`src/rtl/mmsd_pkg.sv`:
```
// ---------------------------------------------------------------------------
// mmsd_pkg: shared types and constants for the statistics block
// Field widths, shared-unit opcodes and step counts, and the structs that
// carry the running statistics and the shared-unit control.
// ---------------------------------------------------------------------------
package mmsd_pkg;

   // Field and accumulator widths
   localparam int SAMPLE_W = 16;
   localparam int COUNT_W  = 11;
   localparam int SUM_W    = 27;
   localparam int SUMSQ_W  = 41;
   localparam int SQUARE_W = 31;
   localparam int NN_W     = 21;
   localparam int VAR_W    = 32;

   // Shared unit datapath width and step counter width
   localparam int DP_W     = 54;
   localparam int STEP_W   = 6;
   localparam int ROOT_SHIFT = DP_W - VAR_W;

   // Shared unit opcodes
   typedef logic [1:0] iter_op_type;
   localparam iter_op_type OP_MUL  = 2'd0;
   localparam iter_op_type OP_DIV  = 2'd1;
   localparam iter_op_type OP_SQRT = 2'd2;

   // Step counts per operation
   localparam logic [STEP_W-1:0] MUL_N_STEPS   = 6'd11;
   localparam logic [STEP_W-1:0] MUL_SUM_STEPS = 6'd26;
   localparam logic [STEP_W-1:0] DIV_STEPS     = 6'd54;
   localparam logic [STEP_W-1:0] SQRT_STEPS    = 6'd16;

   // Command into the shared unit
   typedef struct packed {
      logic              start;
      iter_op_type       op;
      logic [STEP_W-1:0] steps;
   } iter_cmd_type;

   // Status out of the shared unit
   typedef struct packed {
      logic busy;
      logic done;
   } iter_sts_type;

   // Running statistics of the current set
   typedef struct packed {
      logic [COUNT_W-1:0]         count;
      logic signed [SAMPLE_W-1:0] max_value;
      logic signed [SAMPLE_W-1:0] min_value;
      logic signed [SUM_W-1:0]    sum;
      logic [SUMSQ_W-1:0]         sumsq;
      logic                       overflow;
   } stats_type;

endpackage

```
`src/rtl/min_max_mean_stddev.sv`:
```
// A sample that is not last is accepted in S_IDLE, accumulated in S_ACC, and
// only then is the next taken. The last sample of a set reaches rsp_valid
// after two 54-step divides, a 16-step root and multiplies of 11, 26 and 11
// steps on the shared unit, each operation with its own issue and handover.
// The handover waits while the output register is held; the next set follows it.
// Reset (synchronous, active high) clears all statistics and the sequencer.
// ---------------------------------------------------------------------------
// min_max_mean_stddev: streaming min, max, mean and standard deviation
// Accumulates signed Q8.8 samples and, on the last one, derives the mean and
// population deviation with a shared iterative unit, then clears the set.
// ---------------------------------------------------------------------------
module min_max_mean_stddev import mmsd_pkg::*; #(
   parameter int MAX_COUNT = 1024
) (
   input  logic                       clock,
   input  logic                       reset,
   input  logic                       req_valid,
   output logic                       req_ready,
   input  logic signed [SAMPLE_W-1:0] req_sample,
   input  logic                       req_last,
   output logic                       rsp_valid,
   input  logic                       rsp_ready,
   output logic signed [SAMPLE_W-1:0] rsp_max_value,
   output logic signed [SAMPLE_W-1:0] rsp_min_value,
   output logic signed [SAMPLE_W-1:0] rsp_mean_value,
   output logic [SAMPLE_W-1:0]        rsp_std_dev,
   output logic [COUNT_W-1:0]         rsp_sample_count,
   output logic                       rsp_overflow
);

   localparam logic [3:0] S_IDLE = 4'd0;
   localparam logic [3:0] S_ACC  = 4'd1;
   localparam logic [3:0] S_MEAN = 4'd2;
   localparam logic [3:0] S_NSQ  = 4'd3;
   localparam logic [3:0] S_SQ   = 4'd4;
   localparam logic [3:0] S_NN   = 4'd5;
   localparam logic [3:0] S_VAR  = 4'd6;
   localparam logic [3:0] S_ROOT = 4'd7;
   localparam logic [3:0] S_OUT  = 4'd8;

   logic [3:0]          state_ff, state_in;
   logic                issued_ff, issued_in;
   logic                last_ff, last_in;
   logic [DP_W-1:0]     num_ff, num_in;
   logic [DP_W-1:0]     diff_ff, diff_in;
   logic [NN_W-1:0]     nn_ff, nn_in;
   logic [VAR_W-1:0]    var_ff, var_in;
   logic [SAMPLE_W-1:0] mean_ff, mean_in;
   logic [SAMPLE_W-1:0] sd_ff, sd_in;
   logic                rsp_valid_ff, rsp_valid_in;
   logic                rsp_load;
   logic signed [SAMPLE_W-1:0] rsp_max_ff, rsp_min_ff, rsp_mean_ff;
   logic [SAMPLE_W-1:0] rsp_sd_ff;
   logic [COUNT_W-1:0]  rsp_count_ff;
   logic                rsp_ovf_ff;

   logic                acc_load, acc_clear;
   stats_type           stats;
   iter_cmd_type        cmd;
   iter_sts_type        sts;
   logic [DP_W-1:0]     opa_init, opb_init, result;
   logic [SUM_W-1:0]    abs_sum;
   logic [DP_W-1:0]     abs_sum_ext, n_ext;
   logic [SAMPLE_W:0]   quot;
   logic [SAMPLE_W:0]   quot_neg;

   mmsd_accum #(.MAX_COUNT(MAX_COUNT)) u_accum (
      .clock  (clock),
      .reset  (reset),
      .load   (acc_load),
      .sample (req_sample),
      .clear  (acc_clear),
      .stats  (stats)
   );

   mmsd_iter u_iter (
      .clock    (clock),
      .reset    (reset),
      .cmd      (cmd),
      .opa_init (opa_init),
      .opb_init (opb_init),
      .sts      (sts),
      .result   (result)
   );

   // Operand preparation
   assign abs_sum     = stats.sum[SUM_W-1] ? (~stats.sum + 1'b1) : stats.sum;
   assign abs_sum_ext = {{(DP_W-SUM_W){1'b0}}, abs_sum};
   assign n_ext       = {{(DP_W-COUNT_W){1'b0}}, stats.count};
   assign quot        = result[SAMPLE_W:0];
   assign quot_neg    = ~quot + 1'b1;

   // Sequence the accumulation and the final computation
   always_comb begin
      state_in  = state_ff;
      issued_in = issued_ff;
      last_in   = last_ff;
      num_in    = num_ff;
      diff_in   = diff_ff;
      nn_in     = nn_ff;
      var_in    = var_ff;
      mean_in   = mean_ff;
      sd_in     = sd_ff;
      req_ready = 1'b0;
      acc_load  = 1'b0;
      acc_clear = 1'b0;
      rsp_load  = 1'b0;
      cmd       = '0;
      opa_init  = '0;
      opb_init  = '0;

      // Operands and opcode of the current step
      case (state_ff)
         S_MEAN: begin
            cmd.op = OP_DIV;  cmd.steps = DIV_STEPS;
            opa_init = abs_sum_ext; opb_init = n_ext;
         end
         S_NSQ: begin
            cmd.op = OP_MUL;  cmd.steps = MUL_N_STEPS;
            opa_init = {{(DP_W-SUMSQ_W){1'b0}}, stats.sumsq}; opb_init = n_ext;
         end
         S_SQ: begin
            cmd.op = OP_MUL;  cmd.steps = MUL_SUM_STEPS;
            opa_init = abs_sum_ext; opb_init = abs_sum_ext;
         end
         S_NN: begin
            cmd.op = OP_MUL;  cmd.steps = MUL_N_STEPS;
            opa_init = n_ext; opb_init = n_ext;
         end
         S_VAR: begin
            cmd.op = OP_DIV;  cmd.steps = DIV_STEPS;
            opa_init = diff_ff; opb_init = {{(DP_W-NN_W){1'b0}}, nn_ff};
         end
         S_ROOT: begin
            cmd.op = OP_SQRT; cmd.steps = SQRT_STEPS;
            opa_init = {var_ff, {ROOT_SHIFT{1'b0}}};
         end
         default: begin
            cmd.op = OP_MUL;  cmd.steps = '0;
         end
      endcase

      case (state_ff)
         S_IDLE: begin
            req_ready = 1'b1;
            if (req_valid) begin
               acc_load = 1'b1;
               last_in  = req_last;
               state_in = S_ACC;
            end
         end
         S_ACC: begin
            state_in = last_ff ? S_MEAN : S_IDLE;
         end
         S_MEAN, S_NSQ, S_SQ, S_NN, S_VAR, S_ROOT: begin
            if (!issued_ff) begin
               cmd.start = 1'b1;
               issued_in = 1'b1;
            end else if (sts.done) begin
               issued_in = 1'b0;
               case (state_ff)
                  S_MEAN: begin
                     mean_in  = stats.sum[SUM_W-1] ? quot_neg[SAMPLE_W-1:0]
                                                   : quot[SAMPLE_W-1:0];
                     state_in = S_NSQ;
                  end
                  S_NSQ: begin
                     num_in   = result;
                     state_in = S_SQ;
                  end
                  S_SQ: begin
                     diff_in  = (num_ff > result) ? (num_ff - result) : '0;
                     state_in = S_NN;
                  end
                  S_NN: begin
                     nn_in    = result[NN_W-1:0];
                     state_in = S_VAR;
                  end
                  S_VAR: begin
                     var_in   = result[VAR_W-1:0];
                     state_in = S_ROOT;
                  end
                  default: begin
                     sd_in    = result[SAMPLE_W-1:0];
                     state_in = S_OUT;
                  end
               endcase
            end
         end
         S_OUT: begin
            // Hand the result over once the output register is free
            if (!rsp_valid_ff || rsp_ready) begin
               rsp_load  = 1'b1;
               acc_clear = 1'b1;
               state_in  = S_IDLE;
            end
         end
         default: begin
            state_in = S_IDLE;
         end
      endcase
   end

   assign rsp_valid_in = rsp_load ? 1'b1 : (rsp_ready ? 1'b0 : rsp_valid_ff);

   always_ff @(posedge clock) begin
      if (reset) begin
         state_ff     <= S_IDLE;
         issued_ff    <= 1'b0;
         last_ff      <= 1'b0;
         rsp_valid_ff <= 1'b0;
      end else begin
         state_ff     <= state_in;
         issued_ff    <= issued_in;
         last_ff      <= last_in;
         rsp_valid_ff <= rsp_valid_in;
      end
   end

   always_ff @(posedge clock) begin
      num_ff  <= num_in;
      diff_ff <= diff_in;
      nn_ff   <= nn_in;
      var_ff  <= var_in;
      mean_ff <= mean_in;
      sd_ff   <= sd_in;
   end

   // Output register, loaded once per set
   always_ff @(posedge clock) begin
      if (rsp_load) begin
         rsp_max_ff   <= stats.max_value;
         rsp_min_ff   <= stats.min_value;
         rsp_mean_ff  <= mean_ff;
         rsp_sd_ff    <= sd_ff;
         rsp_count_ff <= stats.count;
         rsp_ovf_ff   <= stats.overflow;
      end
   end

   assign rsp_valid        = rsp_valid_ff;
   assign rsp_max_value    = rsp_max_ff;
   assign rsp_min_value    = rsp_min_ff;
   assign rsp_mean_value   = rsp_mean_ff;
   assign rsp_std_dev      = rsp_sd_ff;
   assign rsp_sample_count = rsp_count_ff;
   assign rsp_overflow     = rsp_ovf_ff;

   // A new result comes only from the output-handover state
   a_rsp_source: assert property (@(posedge clock) disable iff (reset)
      $rose(rsp_valid) |-> $past(state_ff == S_OUT))
      else $error("result raised outside handover");

   // The shared unit is never restarted while it is still working
   a_iter_start: assert property (@(posedge clock) disable iff (reset)
      cmd.start |-> !sts.busy)
      else $error("shared unit started while busy");

   // A delivered result covers at least one sample, with max not below min
   a_rsp_sane: assert property (@(posedge clock) disable iff (reset)
      rsp_valid |-> (rsp_sample_count != '0) && (rsp_max_value >= rsp_min_value))
      else $error("result count or extremes inconsistent");

endmodule

```
`src/rtl/mmsd_accum.sv`:
```
// ---------------------------------------------------------------------------
// mmsd_accum: running statistics accumulator
// Squares a loaded sample as it is registered, then folds it into count, max, min,
// sum and sum of squares in the next. Samples past MAX_COUNT set overflow.
// ---------------------------------------------------------------------------
module mmsd_accum import mmsd_pkg::*; #(
   parameter int MAX_COUNT = 1024
) (
   input  logic                       clock,
   input  logic                       reset,
   input  logic                       load,
   input  logic signed [SAMPLE_W-1:0] sample,
   input  logic                       clear,
   output stats_type                  stats
);

   logic                       upd_ff;
   logic                       upd_in;
   logic signed [SAMPLE_W-1:0] samp_ff;
   logic [SQUARE_W-1:0]        sq_ff;
   logic [SAMPLE_W-1:0]        mag;
   logic [2*SAMPLE_W-1:0]      mag_sq;
   stats_type                  stats_ff;
   stats_type                  stats_in;

   // Square the magnitude of the incoming sample
   assign mag    = sample[SAMPLE_W-1] ? (~sample + 1'b1) : sample;
   assign mag_sq = mag * mag;
   assign upd_in = load;

   always_ff @(posedge clock) begin
      if (reset) begin
         upd_ff <= 1'b0;
      end else begin
         upd_ff <= upd_in;
      end
   end

   always_ff @(posedge clock) begin
      if (load) begin
         samp_ff <= sample;
         sq_ff   <= mag_sq[SQUARE_W-1:0];
      end
   end

   // Fold the squared sample into the running statistics
   always_comb begin
      stats_in = stats_ff;
      if (clear) begin
         stats_in = '0;
      end else if (upd_ff) begin
         if (stats_ff.count < COUNT_W'(MAX_COUNT)) begin
            if (stats_ff.count == '0) begin
               stats_in.max_value = samp_ff;
               stats_in.min_value = samp_ff;
            end else begin
               if (samp_ff > stats_ff.max_value) stats_in.max_value = samp_ff;
               if (samp_ff < stats_ff.min_value) stats_in.min_value = samp_ff;
            end
            stats_in.sum   = stats_ff.sum +
                             {{(SUM_W-SAMPLE_W){samp_ff[SAMPLE_W-1]}}, samp_ff};
            stats_in.sumsq = stats_ff.sumsq + {{(SUMSQ_W-SQUARE_W){1'b0}}, sq_ff};
            stats_in.count = stats_ff.count + 1'b1;
         end else begin
            stats_in.overflow = 1'b1;
         end
      end
   end

   always_ff @(posedge clock) begin
      if (reset) begin
         stats_ff <= '0;
      end else begin
         stats_ff <= stats_in;
      end
   end

   assign stats = stats_ff;

endmodule

```
`src/rtl/mmsd_iter.sv`:
```
// ---------------------------------------------------------------------------
// mmsd_iter: shared iterative arithmetic unit
// One adder-subtractor reused one step per cycle for shift-add multiply,
// restoring divide and digit-by-digit square root.
// ---------------------------------------------------------------------------
module mmsd_iter import mmsd_pkg::*; (
   input  logic              clock,
   input  logic              reset,
   input  iter_cmd_type      cmd,
   input  logic [DP_W-1:0]   opa_init,
   input  logic [DP_W-1:0]   opb_init,
   output iter_sts_type      sts,
   output logic [DP_W-1:0]   result
);

   logic              busy_ff, busy_in;
   iter_op_type       op_ff, op_in;
   logic [STEP_W-1:0] cnt_ff, cnt_in;
   logic [DP_W-1:0]   acc_ff, acc_in;
   logic [DP_W-1:0]   opa_ff, opa_in;
   logic [DP_W-1:0]   opb_ff, opb_in;
   logic [DP_W-1:0]   sh_div, sh_sqrt, trial;
   logic [DP_W-1:0]   x, y;
   logic              sub;
   logic [DP_W:0]     sum_full;
   logic              carry;
   logic [DP_W-1:0]   sum;

   // Operand shaping for divide and root steps
   assign sh_div  = {acc_ff[DP_W-2:0], opa_ff[DP_W-1]};
   assign sh_sqrt = {acc_ff[DP_W-3:0], opa_ff[DP_W-1 -: 2]};
   assign trial   = {opb_ff[DP_W-3:0], 2'b01};

   // Select adder operands
   always_comb begin
      case (op_ff)
         OP_DIV: begin
            x = sh_div;  y = opb_ff; sub = 1'b1;
         end
         OP_SQRT: begin
            x = sh_sqrt; y = trial;  sub = 1'b1;
         end
         default: begin
            x = acc_ff;  y = opa_ff; sub = 1'b0;
         end
      endcase
   end

   // The shared adder; carry out high on subtract means x >= y
   assign sum_full = {1'b0, x} + {1'b0, (sub ? ~y : y)} + {{DP_W{1'b0}}, sub};
   assign carry    = sum_full[DP_W];
   assign sum      = sum_full[DP_W-1:0];

   // Advance one step per cycle
   always_comb begin
      busy_in = busy_ff;
      op_in   = op_ff;
      cnt_in  = cnt_ff;
      acc_in  = acc_ff;
      opa_in  = opa_ff;
      opb_in  = opb_ff;
      if (cmd.start) begin
         busy_in = 1'b1;
         op_in   = cmd.op;
         cnt_in  = cmd.steps;
         acc_in  = '0;
         opa_in  = opa_init;
         opb_in  = opb_init;
      end else if (busy_ff) begin
         if (cnt_ff == '0) begin
            busy_in = 1'b0;
         end else begin
            cnt_in = cnt_ff - 1'b1;
            case (op_ff)
               OP_DIV: begin
                  acc_in = carry ? sum : sh_div;
                  opa_in = {opa_ff[DP_W-2:0], carry};
               end
               OP_SQRT: begin
                  acc_in = carry ? sum : sh_sqrt;
                  opb_in = {opb_ff[DP_W-2:0], carry};
                  opa_in = {opa_ff[DP_W-3:0], 2'b00};
               end
               default: begin
                  if (opb_ff[0]) acc_in = sum;
                  opa_in = {opa_ff[DP_W-2:0], 1'b0};
                  opb_in = {1'b0, opb_ff[DP_W-1:1]};
               end
            endcase
         end
      end
   end

   always_ff @(posedge clock) begin
      if (reset) begin
         busy_ff <= 1'b0;
         op_ff   <= OP_MUL;
         cnt_ff  <= '0;
      end else begin
         busy_ff <= busy_in;
         op_ff   <= op_in;
         cnt_ff  <= cnt_in;
      end
   end

   always_ff @(posedge clock) begin
      acc_ff <= acc_in;
      opa_ff <= opa_in;
      opb_ff <= opb_in;
   end

   // Report status and pick the result register
   assign sts.busy = busy_ff;
   assign sts.done = busy_ff && (cnt_ff == '0);

   always_comb begin
      case (op_ff)
         OP_DIV:  result = opa_ff;
         OP_SQRT: result = opb_ff;
         default: result = acc_ff;
      endcase
   end

endmodule

```
`config.mk`:
```
export PLATFORM = sky130hd
export DESIGN_NAME = min_max_mean_stddev
export DESIGN_NICKNAME = d
export VERILOG_FILES = /design/src/rtl/mmsd_pkg.sv /design/src/rtl/min_max_mean_stddev.sv /design/src/rtl/mmsd_accum.sv /design/src/rtl/mmsd_iter.sv
export SDC_FILE = /design/constraint.sdc
export NUM_CORES = 2
export LEC_CHECK = 0
export ABC_AREA = 1
export BUFFER_PORTS_ARGS = -buffer_cell sky130_fd_sc_hd__buf_2
export CORE_MARGIN = 10
export CORE_UTILIZATION = 40
export CTS_BUF_LIST = sky130_fd_sc_hd__clkbuf_4 sky130_fd_sc_hd__clkbuf_8 sky130_fd_sc_hd__clkbuf_16
export DETAILED_ROUTE_END_ITERATION = 8
export PLACE_DENSITY_LB_ADDON = 0.15
export SETUP_SLACK_MARGIN = 0.3
export SYNTH_ARGS = -nofsm -noshare
export SYNTH_HDL_FRONTEND = slang
export SYNTH_SLANG_ARGS = --single-unit
```
`constraint.sdc`:
```
create_clock -name clock -period 8.6 [get_ports clock]
set_input_delay 0.43 -clock clock [delete_from_list [all_inputs] [get_ports clock]]
set_output_delay 0.43 -clock clock [all_outputs]
set_load 0.02 [all_outputs]
```
Word level (Yosys, flattened, before mapping)
Cells that the tools add are included.

storage, ports and cells
  input port bits = 21
  bits in registers = 607
  bits in read-only memories = 0
  latch bits = 0
  memory bits (writable) = 0
  output and inout bits = 78
  memories = 0
  logic and storage cells = 153

operators by class
  reductions and logical operators = 34
  magnitude comparators = 4
  equal/unequal tests = 16
  bitwise logic cells = 7
  add/sub/neg operators = 10
  muxes and demuxes = 50
  shifts and indexed selects = 0
  divide/modulo/power cells = 0
  $mul = 1

operators with widths
  kind                                                                   number
  54-bit one-hot mux with 2 select lines                                 6
  54-bit 2-to-1 mux                                                      10
  54-bit one-hot mux with 5 select lines                                 1
  27-bit one-hot mux with 3 select lines                                 1
  16-bit 2-to-1 mux                                                      4
  54-bit by 54-bit adder with 55-bit output                              1
  55-bit by 1-bit adder with 55-bit output                               1
  54-bit greater-than comparator                                         1
  54-bit NOT                                                             1
  54-bit subtractor                                                      1
  41-bit by 31-bit adder with 41-bit output                              1
  16-bit by 1-bit adder with 16-bit output, second input constant        2
  32-bit 2-to-1 mux                                                      1
  16-bit NOT                                                             2
  8-bit one-hot mux with 4 select lines                                  1
  16-bit by 16-bit multiplier with 31-bit output                         1
  4-bit AND reduction                                                    7
  27-bit by 1-bit adder with 27-bit output, second input constant        1
  27-bit adder                                                           1
  27-bit 2-to-1 mux                                                      1
  27-bit NOT                                                             1
  4-bit one-hot mux with 5 select lines                                  1
  6-bit 2-to-1 mux                                                       3
  4-bit by 3-bit equality test with 1-bit output, second input constant  4
  30 further kinds                                                       68

Depth between registers and ports, before layout
  depth in word-level cells = 10
  mapped depth = 36
  mapped depth without buffers = 35

By module
From an unflattened synthesis, not the netlist that was laid out.

unflattened totals
  cell total of the unflattened synthesis = 6795
  area, all modules = 49028.3 um^2

by module, submodules not included
  module               times used  cells each  area an instance (um^2)
  mmsd_accum           1           2491        17977.2
  min_max_mean_stddev  1           2013        16268.1
  mmsd_iter            1           2291        14782.9

Worst setup path before layout
Ideal clock, no wire load.

  path kind = input to register
  start = in req_sample[0]
  end = reg u_accum.sq_ff[23] (data pin)
  arrival time = 6758 ps
  buffers on the path = 2
  library setup time = 259 ps
  stages on the path = 28
  path slack = 1583 ps
  cells stage by stage = inv_2 -> clkbuf_1 -> ha_1 -> nand2_1 -> nor2_1 -> nand3_1 -> nor2_2 -> a41oi_1 -> xor2_1 -> clkbuf_1 -> nand2_1 -> fa_1 -> inv_1 -> fa_1 -> fa_1 -> fa_1 -> fa_1 -> inv_1 -> fa_1 -> inv_1 -> ha_1 -> a21oi_1 -> o21ai_0 -> a21oi_1 -> o21ai_1 -> nand2_1 -> nand2_1 -> xor2_1

on the way
  word-level cells in the longest chain between the ends = 4

ends and longest elaborated chain
  item                                              RTL line                   text
  start, declared                                   min_max_mean_stddev.sv:19  input logic signed [SAMPLE_W-1:0] req_sample,
  16-bit NOT                                        mmsd_accum.sv:27           assign mag = sample[SAMPLE_W-1] ? (~sample + 1'b1) : sample;
  16-bit by 1-bit adder with 16-bit output          mmsd_accum.sv:27
  16-bit 2-to-1 mux *                               mmsd_accum.sv:27
  16-bit by 16-bit multiplier with 31-bit output *  mmsd_accum.sv:28           assign mag_sq = mag * mag;
  via u_accum.mag_sq[23]                            mmsd_accum.sv:22           logic [2*SAMPLE_W-1:0] mag_sq;
  end signal, assigned                              mmsd_accum.sv:42           sq_ff <= mag_sq[SQUARE_W-1:0];
  end, declared                                     mmsd_accum.sv:20           logic [SQUARE_W-1:0] sq_ff;

The timed path passes the listed nets; every way through them passes the cells marked *.
A chain may end at the register's enable or synchronous reset.

Final worst setup path
  start = in req_sample[0]
  end = reg u_accum.sq_ff[28] (data pin)

Same word-level chain as after synthesis.

==> qor.txt <==
Status: complete, no violations
Worst setup EP type: flop
Crit path max fanout: 19
Post-DP HPWL: 126000 um
R2r startpoint: u_iter.op_ff[0]$_SDFFE_PP0P_
Clock share of power: 14.4%
Post-layout min period: 7.76 ns
Slew HR: 22.5%
DP Cell Count: 7649
Hold Crit Start: req_sample[3]
CP Launch Type: primary input
CTS tree: built
Worst Clk Skew: 0.0387 ns
Hold_ws: 0.0399 ns
Initial DRC count: 3801
Asr flop ratio synth: 0%
Min-delay worst type: primary input to flop
Top cells by area, synth: edfxtp_1 (27%), nand2_1 (11%), ha_1 (7.9%), dfxtp_1 (7.8%), inv_1 (7.6%)
Largest family of logic cells by synthesized area: simple AND/OR/NAND/NOR gates
First-pass iteration count of the detailed router: 6
Synth unique cells: 62
Routed wire per std cell: 20.6 um
Initial Util: 40.4%
Crit path required time: 8.96 ns
PwrDens: 429 nW/um2
Synth cell count leaders: nand2_1 (1386), inv_1 (956), a21oi_1 (575), nor2_1 (498), edfxtp_1 (422)
Simple-Gate Fraction of Synth Area: 20.9%
Compound-Gate Fraction of Synth Area: 16.5%
Post-DP Area: 49200 um2
Sw Pwr: 11.3 mW
Fin nets: 6697
Die Y: 363 um
H-Tree Depth: 3
Post-Layout Cell Count: 7795
Gp weighted congestion: 1.01
Max cap viols: 0
Max frequency: 129 MHz
Synth Instances: 6177
ANT nets after route: 0
Slew at the pin closest to its max-slew limit: 1.16 ns
Number of synthesized flops with an enable pin: 422
Ports: 99
Final Cell Area: 51700 um2
Hold Fails Final Rpt: 0
Mapped cell area: 47100 um2
CP Class: primary input to flop
Global Route Usage Sum: 23.8%
Worst-path clk slew: 0.06 ns
Fin Setup TNS: 0 ns
End of the worst register-to-register path: diff_ff[42]$_SDFFCE_PP0P_
Crit path DAT: 8.13 ns
Num CTS Buffers: 74
Reg power frac: 22.4%
First-pass GRT wire length: 246000 um
Layout area overhead: 9.72%
# port buffers: 98
Crit path launch: req_sample[0]
Logic pwr share: 63.2%
CTS max path bufs: 3
Ys flop type: edfxtp_1
Remaining DRCs: 0
Clock sinks: 605
Rows: 125
Die ar.: 132000 um2
Synth area leader: edfxtp_1
Via count: 42286
Final Cycle Share: 90.3%
Layout cells sized above 1: 6.49%
Clock Latency Late Sink: 0.66 ns
Largest net degree at the start of global routing: 135
#FFs+latches synth: 605
Proportion of netlist area held by the largest area contributor: 26.9%
RSZ-0062 raised after global routing: no
Sequential area share after synthesis: 34.6%
Worst R2R Setup Slack: 2.78 ns
Ys Warns: 0
R2r worst-path depth: 15
Total Routed Length: 160000 um
Setup violations, final: 0
Sw Ratio: 51.2%
Vias in the first global route: 41037
P_leak: 23.2 nW
Final count of pins violating max slew: 0
Mux cell area share after synthesis: 0%
Hold depth: 1
Top-count cell post-synth: nand2_1
XOR/XNOR Fraction of Synth Area: 3.10%
Design internal power: 10.8 mW
Ant diodes: 0
Initial antenna violation count: 1
Peak VDD IR: 0.000327 V
Remaining global-route overflow: 0
Tot Pwr: 22.2 mW
Core area: 117000 um2
Post-Synth Adder-Cell Area: 15.0%
Vias/cell: 5.42
FILL cells: 12010
Die W: 363 um
Hold Path Sink: u_accum.samp_ff[3]$_DFFE_PP_
Avg Cell Area, Syn: 7.63 um2
Clock root buffer master: clkbuf_16
[final cells by class]
cell class	count	area (um2)	share of cell area (%)
Clock buffer	97	2070	4.00
Tap cell	1524	1910	3.69
Timing Repair Buffer	150	928	1.79
Sequential cell	605	16300	31.6
Clock inverter	40	402	0.776
Multi-Input combinational cell	4392	26400	51.0
Inverter	987	3720	7.19
[cell families (layout without fill, tap and decap cells)]
logic type,Yosys count,count (layout)
adder cells (fa/ha/maj),466,466
flip-flops,605,605
XOR/XNOR,167,167
buffers and inverters,1189,1274
AO/OA/AOI/OAI,1346,1346
AND/OR/NAND/NOR,2402,2402
other,2,11
[cell usage in the layout (no fill, tap or decap), types with 42 or more instances in the layout]
cell type	Yosys	final
nor3_1	44	42
o211ai_1	67	67
o21ai_0	389	388
nand2_1	1386	1383
buf_2	32	98
inv_1	956	955
xor2_1	116	116
a21oi_1	575	574
edfxtp_1	422	422
xnor2_1	51	51
dfxtp_1	183	183
ha_1	298	296
nand4_1	50	50
nor2_1	498	487
fa_1	168	168
clkbuf_16	0	75
nand3_1	353	353
[layer usage]
layer / vias up / part of all wire (%) / global-route usage [%]
li1: 20564 / - / -
met4: 0 / 3.6 / 7.79
met5: - / 0 / 0
met1: 20137 / 46 / 32.8
met3: 247 / 5.7 / 2.80
met2: 1338 / 45 / 38.6
[flip-flops by register name, summed over array words and instances, names as in the netlist, 2 cells and up]
| signal | cells |
|---|---|
| mean_ff | 16 |
| state_ff | 4 |
| u_iter.opb_ff | 54 |
| u_accum.stats | 112 |
| u_iter.opa_ff | 54 |
| var_ff | 32 |
| u_accum.samp_ff | 15 |
| diff_ff | 54 |
| u_iter.op_ff | 2 |
| rsp_std_dev | 16 |
| rsp_max_value | 16 |
| nn_ff | 21 |
| u_accum.sq_ff | 30 |
| sd_ff | 16 |
| num_ff | 54 |
| rsp_sample_count | 11 |
| rsp_min_value | 16 |
| u_iter.cnt_ff | 6 |
| rsp_mean_value | 16 |
| u_iter.acc_ff | 54 |
[power by group through the flow]
stage / registers [mW] / logic (mW) / clock network (mW)
after floorplan: 4.78 / 10.0 / 0
after global placement: 5.00 / 13.8 / 0
after detailed placement: 5.01 / 13.8 / 0
after CTS: 4.95 / 13.9 / 3.26
after global routing: 5.04 / 15.8 / 3.37
final: 4.97 / 14.0 / 3.20
[worst max-delay path: stages]
cell	delay, ns
dlygate4sd3_1	0.53
buf_2	0.16
inv_2	0.26
nand3_1	0.17
nor3_2	0.28
nand3_1	0.18
nor4_1	0.61
inv_1	0.32
nor2_1	0.37
inv_1	0.15
fa_1	0.50
inv_1	0.07
fa_1	0.50
fa_1	0.51
fa_1	0.52
fa_1	0.54
inv_1	0.05
fa_1	0.53
inv_1	0.04
ha_1	0.35
a21oi_1	0.20
o21a_1	0.18
o221a_2	0.18
nand3_1	0.14
a31oi_1	0.25
xor2_1	0.10
[stage by stage]
stage,util [%],worst slack [ns]
4_1_cts,44.3,0.606
2_1_floorplan,-,1.58
3_5_place_dp,42.1,0.525
3_3_place_gp,42.1,0.654
6_report,44.3,0.838
5_1_grt,44.3,0.412
[how the worst max path moves through the flow]
stage                                   to  slack (ns)
6_report       u_accum.sq_ff[28]$_DFFE_PP_        0.84
5_1_grt        u_accum.sq_ff[28]$_DFFE_PP_        0.41
4_1_cts        u_accum.sq_ff[28]$_DFFE_PP_        0.61
3_5_place_dp   u_accum.sq_ff[28]$_DFFE_PP_        0.53
3_3_place_gp   u_accum.sq_ff[25]$_DFFE_PP_        0.65
2_1_floorplan  u_accum.sq_ff[23]$_DFFE_PP_        1.58
[timing repair]
| item | in CTS | in global routing |
|---|---|---|
| resized for setup | 0 | 2 |
| buffers inserted | 0 | 0 |
| hold buffers | 9 | 0 |
| hold endpoints to repair | 9 | 0 |
| setup endpoints to repair | 0 | 10 |
Note: power is estimated with default switching activity, not from simulation.
